## config.mk

```make
export PLATFORM = sky130hd
export DESIGN_NAME = wbpc_ctrl
export DESIGN_NICKNAME = d
export VERILOG_FILES = /design/src/design/wbpc_pkg.sv /design/src/design/wbpc_ctrl.sv
export VERILOG_INCLUDE_DIRS = /design/src /design/src/design
export SDC_FILE = /design/constraint.sdc
export NUM_CORES = 1
export LEC_CHECK = 0
export BUFFER_PORTS_ARGS = -buffer_cell sky130_fd_sc_hd__buf_2
export CORE_MARGIN = 2
export CORE_UTILIZATION = 46
export CTS_BUF_LIST = sky130_fd_sc_hd__clkbuf_8
export DETAILED_ROUTE_END_ITERATION = 16
export PLACE_DENSITY = 0.82
export SLEW_MARGIN = 15
export SYNTH_ARGS = -nofsm -noshare
export SYNTH_HDL_FRONTEND = slang
export SYNTH_SLANG_ARGS = --single-unit
```

## constraint.sdc

```tcl
create_clock -name clk -period 1.4 [get_ports clk]
set_input_delay 0.14 -clock clk [delete_from_list [all_inputs] [get_ports clk]]
set_output_delay 0.14 -clock clk [all_outputs]
set_load 0.01 [all_outputs]
```

## src/design/wheel_base_position_p_controller_core_defines.svh

```systemverilog
// Assertion macros used by the wheel base controller RTL
`ifndef WHEEL_BASE_POSITION_P_CONTROLLER_CORE_DEFINES_SVH
`define WHEEL_BASE_POSITION_P_CONTROLLER_CORE_DEFINES_SVH

// same-cycle implication, clocked on clk, off during reset
`define WBPC_ASSERT_IMP(label, ante, cons, msg) \
  label: assert property (@(posedge clk) disable iff (rst) (ante) |-> (cons)) else $error(msg);

// next-cycle implication, clocked on clk, off during reset
`define WBPC_ASSERT_NXT(label, ante, cons, msg) \
  label: assert property (@(posedge clk) disable iff (rst) (ante) |=> (cons)) else $error(msg);

`endif

```

## src/design/wbpc_pkg.sv

```systemverilog
// Shared types, constants and the sine table for the wheel base controller
package wbpc_pkg;

  // fixed field and datapath widths
  localparam int unsigned DIV_N_W = 42;  // dividend: low 42 bits of a 27 x 16 bit product
  localparam int unsigned DIV_D_W = 27;  // divisor: velocity magnitude
  localparam int unsigned CNT_W   = $clog2(DIV_N_W);
  localparam int unsigned TRIG_W  = 14;
  localparam int unsigned CFG_IDX_W  = 2;
  localparam int unsigned CFG_DATA_W = 16;

  // divide by 10000 as a shift by 4 and a reciprocal multiply for 625
  localparam int unsigned POW2_SH = 4;   // 10000 = 16 * 625
  localparam int unsigned RN_W    = 37;  // dividend after the shift
  localparam int unsigned RQ_W    = 28;  // quotient
  localparam int unsigned R_LO_W  = 19;  // low slice of the split multiply
  localparam int unsigned RECIP_W = 28;
  localparam int          DIV_ODD = 625;
  localparam logic [RECIP_W-1:0] RECIP_625 = 28'd219902325;  // floor(2^37 / 625)

  // arithmetic constants
  localparam int SCALE        = 10000;
  localparam int HALF_TURN    = 1800;
  localparam int FULL_TURN    = 3600;
  localparam int QUARTER_TURN = 900;
  localparam int NEAR_LIMIT   = 10;

  // configuration register indexes
  localparam logic [CFG_IDX_W-1:0] CFG_XY_GAIN    = 2'd0;
  localparam logic [CFG_IDX_W-1:0] CFG_TURN_GAIN  = 2'd1;
  localparam logic [CFG_IDX_W-1:0] CFG_XY_LIMIT   = 2'd2;
  localparam logic [CFG_IDX_W-1:0] CFG_TURN_LIMIT = 2'd3;

  // result status codes
  localparam logic [1:0] ST_DISABLED = 2'd0;
  localparam logic [1:0] ST_AT_GOAL  = 2'd1;
  localparam logic [1:0] ST_DRIVING  = 2'd2;

  // divide operations run by the two dividers, in issue order
  typedef enum logic [3:0] {
    OP_VX, OP_VY, OP_VW, OP_SX, OP_SY, OP_RXC, OP_RYS, OP_RYC, OP_RXS
  } div_op_t;

  // controller to datapath
  typedef struct packed {
    logic    load;
    logic    diff;
    logic    rom_cos;
    logic    sin_take;
    logic    trig_take;
    logic    div_start;
    div_op_t op;
    logic    commit;
  } dp_cmd_t;

  // datapath to controller
  typedef struct packed {
    logic enable;
    logic near;
    logic need_scale;
    logic div_done;
  } dp_stat_t;

  // round(10000*sin) for 0 to 90.0 degrees in tenths
  typedef logic [TRIG_W-1:0] trig_rom_t [0:QUARTER_TURN];

  function automatic trig_rom_t build_sin_rom();
    trig_rom_t t;
    real       ang;
    for (int i = 0; i <= QUARTER_TURN; i++) begin
      ang  = i * 3.14159265358979323846 / 1800.0;
      t[i] = TRIG_W'($rtoi(10000.0 * $sin(ang) + 0.5));
    end
    return t;
  endfunction

  localparam trig_rom_t SIN_ROM = build_sin_rom();

endpackage

```

## src/design/wbpc_ctrl.sv

```systemverilog
// Controller: sequences one item through the datapath and owns the handshakes
`include "wheel_base_position_p_controller_core_defines.svh"
module wbpc_ctrl (
  input  logic               clk,
  input  logic               rst,
  input  logic               in_valid,
  output logic               in_ready,
  output logic               out_valid,
  input  logic               out_ready,
  output wbpc_pkg::dp_cmd_t  cmd,
  input  wbpc_pkg::dp_stat_t stat
);
  import wbpc_pkg::*;

  typedef enum logic [3:0] {
    S_IDLE, S_DIFF, S_WRAP, S_DECIDE, S_SIN, S_COS, S_TRIG, S_GO, S_WAIT, S_DONE
  } state_t;

  state_t  state;
  div_op_t op;
  logic    accept;
  logic    commit;

  assign in_ready = (state == S_IDLE);
  assign accept   = in_valid && in_ready;
  assign commit   = (state == S_DONE) && (!out_valid || out_ready);

  // datapath commands
  always_comb begin
    cmd.load      = accept;
    cmd.diff      = (state == S_DIFF);
    cmd.rom_cos   = (state == S_COS);
    cmd.sin_take  = (state == S_COS) || (state == S_WRAP);
    cmd.trig_take = (state == S_TRIG);
    cmd.div_start = (state == S_GO);
    cmd.op        = op;
    cmd.commit    = commit;
  end

  always_ff @(posedge clk) begin
    if (rst) begin
      state     <= S_IDLE;
      op        <= OP_VX;
      out_valid <= 1'b0;
    end else begin
      if (commit) begin
        out_valid <= 1'b1;
      end else if (out_ready) begin
        out_valid <= 1'b0;
      end
      unique case (state)
        S_IDLE:   if (accept) state <= S_DIFF;
        S_DIFF:   state <= S_WRAP;
        S_WRAP:   state <= S_DECIDE;
        S_DECIDE: begin
          op <= OP_VX;
          state <= (!stat.enable || stat.near) ? S_DONE : S_SIN;
        end
        S_SIN:    state <= S_COS;
        S_COS:    state <= S_TRIG;
        S_TRIG:   state <= S_GO;
        S_GO:     state <= S_WAIT;
        S_WAIT: begin
          if (stat.div_done) begin
            state <= S_GO;
            unique case (op)
              OP_VX:  op <= OP_VY;
              OP_VY:  op <= OP_VW;
              OP_VW:  op <= stat.need_scale ? OP_SX : OP_RXC;
              OP_SX:  op <= OP_SY;
              OP_SY:  op <= OP_RXC;
              OP_RXC: op <= OP_RYS;
              OP_RYS: op <= OP_RYC;
              OP_RYC: op <= OP_RXS;
              OP_RXS: state <= S_DONE;
              default: state <= S_DONE;
            endcase
          end
        end
        S_DONE:   if (commit) state <= S_IDLE;
        default:  state <= S_IDLE;
      endcase
    end
  end

  `WBPC_ASSERT_IMP(a_done_in_wait, stat.div_done, state == S_WAIT, "divider done outside wait")
  `WBPC_ASSERT_NXT(a_accept_busy, accept, !in_ready, "second item taken while busy")
  `WBPC_ASSERT_IMP(a_rise_from_done, $rose(out_valid), $past(state == S_DONE),
                   "result shown without finishing an item")

endmodule
```

==> flow_summary.yaml <==
outcome:
  outcome: "complete, but fails checks"
  failed_checks: "negative setup slack"
placement:
  dp_area_um2: 818
  number_of_placed_instances_taps_included: 126
  gp_routability_congestion: 0.856
  dpl.hpwl_um: 1280
  placement.io_buffers: 20
synth:
  register_bit_total_from_synthesis: 9
  cell_types_with_the_largest_area_share_after_synthesis: "dfxtp_1, nor2_1, nor2b_1, a21oi_1, nand2b_1"
  cell_type_contributing_the_most_total_cell_area_after_synthesis: "dfxtp_1"
  syn-num-nets: 94
  synth-edff-count: 0
  synth_seq_area_share_pct: 27.7
  synthesized_cell_area_um2: 649
  netlist_top_cells_count: "nor2_1, dfxtp_1, a21oi_1, nor2b_1"
  yosysWarnings: 0
  yosys_most_used_dff: "dfxtp_1"
  async_reset_ff_share_pct: 0
  yosysMostFrequentCell: "nor2_1"
  synth_area_per_cell_um2: 7.55
  synth.top_cell.area_share_pct: 27.7
  yosysUniqueCellTypes: 39
  syn_inst: 86
setup_path:
  cp_data_arrival_time_ps: 1610
  required_ps: 1560
  setup.worst_path.class: "reg -> reg"
  maximum_net_fanout_on_the_critical_path: 5
  r2r_cells: 4
  endpoint_kind: "flop"
  regToRegEndpoint: "state[0]$_SDFFE_PP0P_"
  worst_r2r_src: "state[1]$_SDFFE_PP0P_"
  sort_of_element_at_the_start_of_the_critical_path: "flop"
  setup_slack_reg_to_reg_ps: -50
sta:
  post-route-period-util_pct: 104
  totalNegativeSetupSlack_ps: -84.5
  report.final.hold_viol_count: 0
  report.final.slew_viol_count: 0
  finalSetupViolCount: 4
  grt_setup_unrepaired: "yes"
  tightest_slew_ps: 411
  post-route-worst-setup-slack_ps: -53.3
  timing.max_slew.rel_slack_pct: 72.2
  clock.fmax_mhz: 688
  largest_clock_skew_in_the_final_design_ps: 2.47
  timing.final.crit_period_ps: 1450
routing:
  detailroute.wirelength.met3_um: 102
  drt_first_iter_violations: 17
  drt_pass1_iterations: 4
  met1_wire_length_um: 790
  ant_nets: 0
  drcViolationCount: 0
  totalWireLength_um: 1800
  highest_layer: "met4"
  met2RoutedLength_um: 883
  route.vias.total: 751
  wl_per_cell_um: 13.6
  via_per_inst: 5.69
pwr:
  clock_power_share_pct: 30.6
  cellLeakagePower_nw: 0.428
  combPwrFrac_pct: 38.2
  internal-power_mw: 0.658
  power.density_nw_per_um2: 1030
  power.net_switching_mw: 0.304
  power.switching_fraction_pct: 31.6
  maximum_vdd_ir_drop_mv: 0.787
  p_seq_share_pct: 31.2
cts:
  clock_path_buffers: 2
  cts_hold_buf: 0
  cts_tree: "yes"
  worst_setup_hold_path_clk_slew_ps: 50
  htreeDepth: 1
  clockRootBuffer: "clkbuf_8"
  latest_clock_arrival_within_the_worst_skew_pair_ps: 230
  numCtsBuffers: 3
  cts.sink_count: 9
die:
  fp-row-count: 13
  die_x_um: 41.6
  effective_utilization_at_floorplan_pct: 49.3
  die_h_um: 41.6
  fp.dieArea_um2: 1730
  io-pin-count: 21
  coreArea_um2: 1320
grt:
  grt_overflow: 0
  grt_pass1_wl_um: 2970
  antenna_found_initial: 0
  grt_usage_pct: 22.0
  grt_start_max_net_pins: 10
  number_of_global_route_vias_before_repair: 697
cells_and_area:
  post_layout_instance_area_um2: 935
  n_antenna_cell: 0
  final_nets: 126
  layout-drive-gt1-share_pct: 42.7
  layout.cells.non_filler: 132
  area_delta_synth_final_pct: 43.9
hold_path:
  min-delay-start: "rst"
  timing.hold.worst.class: "in -> reg"
  min_to: "state[0]$_SDFFE_PP0P_"
  whs_path_cells: 2
run:
  max_cap_viol_count: 0
## logic make-up (layout without fill, tap and decap cells)
logic type	count (synthesis)	after routing	share of synthesized area, %
AO/OA/AOI/OAI	20	20	20.4
XOR/XNOR	1	1	1.35
buffers and inverters	10	41	9.44
flip-flops	9	9	27.7
multiplexers	1	1	1.54
AND/OR/NAND/NOR	45	45	39.5
## registers in the layout (all words and copies together), names as in the netlist
register,flops
op,4
out_valid,1
state,4
## worst max-delay path, cell delays in order, from the launching register on
cell and delay [ps]:
dfxtp_2 350, or4b_1 530, a22o_1 220, o21bai_1 170
a21oi_2 120
## cells in the final DEF (no fill, tap or decap), types with 2 or more instances in the layout
| master | count |
|---|---|
| buf_6 | 2 |
| dfxtp_1 | 5 |
| nand4_1 | 3 |
| o21ai_0 | 4 |
| inv_1 | 3 |
| nor2_1 | 9 |
| or3_1 | 2 |
| nand3b_1 | 2 |
| a31oi_1 | 2 |
| nand3_1 | 2 |
| dfxtp_2 | 3 |
| a21oi_1 | 5 |
| clkbuf_8 | 3 |
| buf_2 | 20 |
| and2_1 | 2 |
| nand2b_1 | 4 |
| and2b_1 | 2 |
| nand2_1 | 4 |
| nor2b_1 | 3 |
| buf_4 | 13 |
## layout make-up
class	count	area [um2]
clock buffers	3	41.3
inverters	2	7.51
multi-input cells	67	455
flip-flops and latches	9	188
well taps	15	18.8
fillers	109	383
clock inverters	1	3.75
repair buffers	35	220
## routing by layer
metal  vias up  track usage [%]
li1        373                -
met1       352             26.1
met2        24             36.3
met3         2             7.83
met4         0             7.74
met5         -                0
## what timing repair did
item,CTS,global route
resized for setup,7,9
setup endpoints to repair,10,11
pin swaps,2,2
buffers inserted,0,2
## how the worst max path moves through the flow
| stage | end | slack, ps | start | depth (start not counted) |
|---|---|---|---|---|
| after floorplan | state[0]$_SDFFE_PP0P_ | -40 | state[0]$_SDFFE_PP0P_ | 5 |
| after global placement | op[0]$_SDFFE_PP0P_ | 20 | state[3]$_SDFFE_PP0P_ | 4 |
| after detailed placement | state[1]$_SDFFE_PP0P_ | -40 | state[0]$_SDFFE_PP0P_ | 4 |
| after CTS | state[0]$_SDFFE_PP0P_ | -40 | state[1]$_SDFFE_PP0P_ | 4 |
| after global routing | cmd[7] | -70 | state[1]$_SDFFE_PP0P_ | 5 |
| final | state[0]$_SDFFE_PP0P_ | -50 | state[1]$_SDFFE_PP0P_ | 4 |
## power by group through the flow
stage	clock network, mW	registers (mW)	logic, mW
2_1_floorplan	0	0.285	0.225
3_3_place_gp	0	0.293	0.302
3_5_place_dp	0	0.294	0.312
4_1_cts	0.298	0.296	0.331
5_1_grt	0.313	0.302	0.396
6_report	0.294	0.300	0.368
## stage by stage
step / util [%] / power, mW / setup slack (ps) / hold WS (ps)
floorplan: - / 0.510 / -42.1 / 316
global placement: 62.1 / 0.595 / 21.8 / 419
detailed placement: 62.1 / 0.607 / -44.7 / 423
CTS: 67.0 / 0.924 / -35.6 / 183
global route: 70.9 / 1.01 / -72.1 / 201
finish: 70.9 / 0.962 / -53.3 / 204
Note: power is estimated with default switching activity, not from simulation.
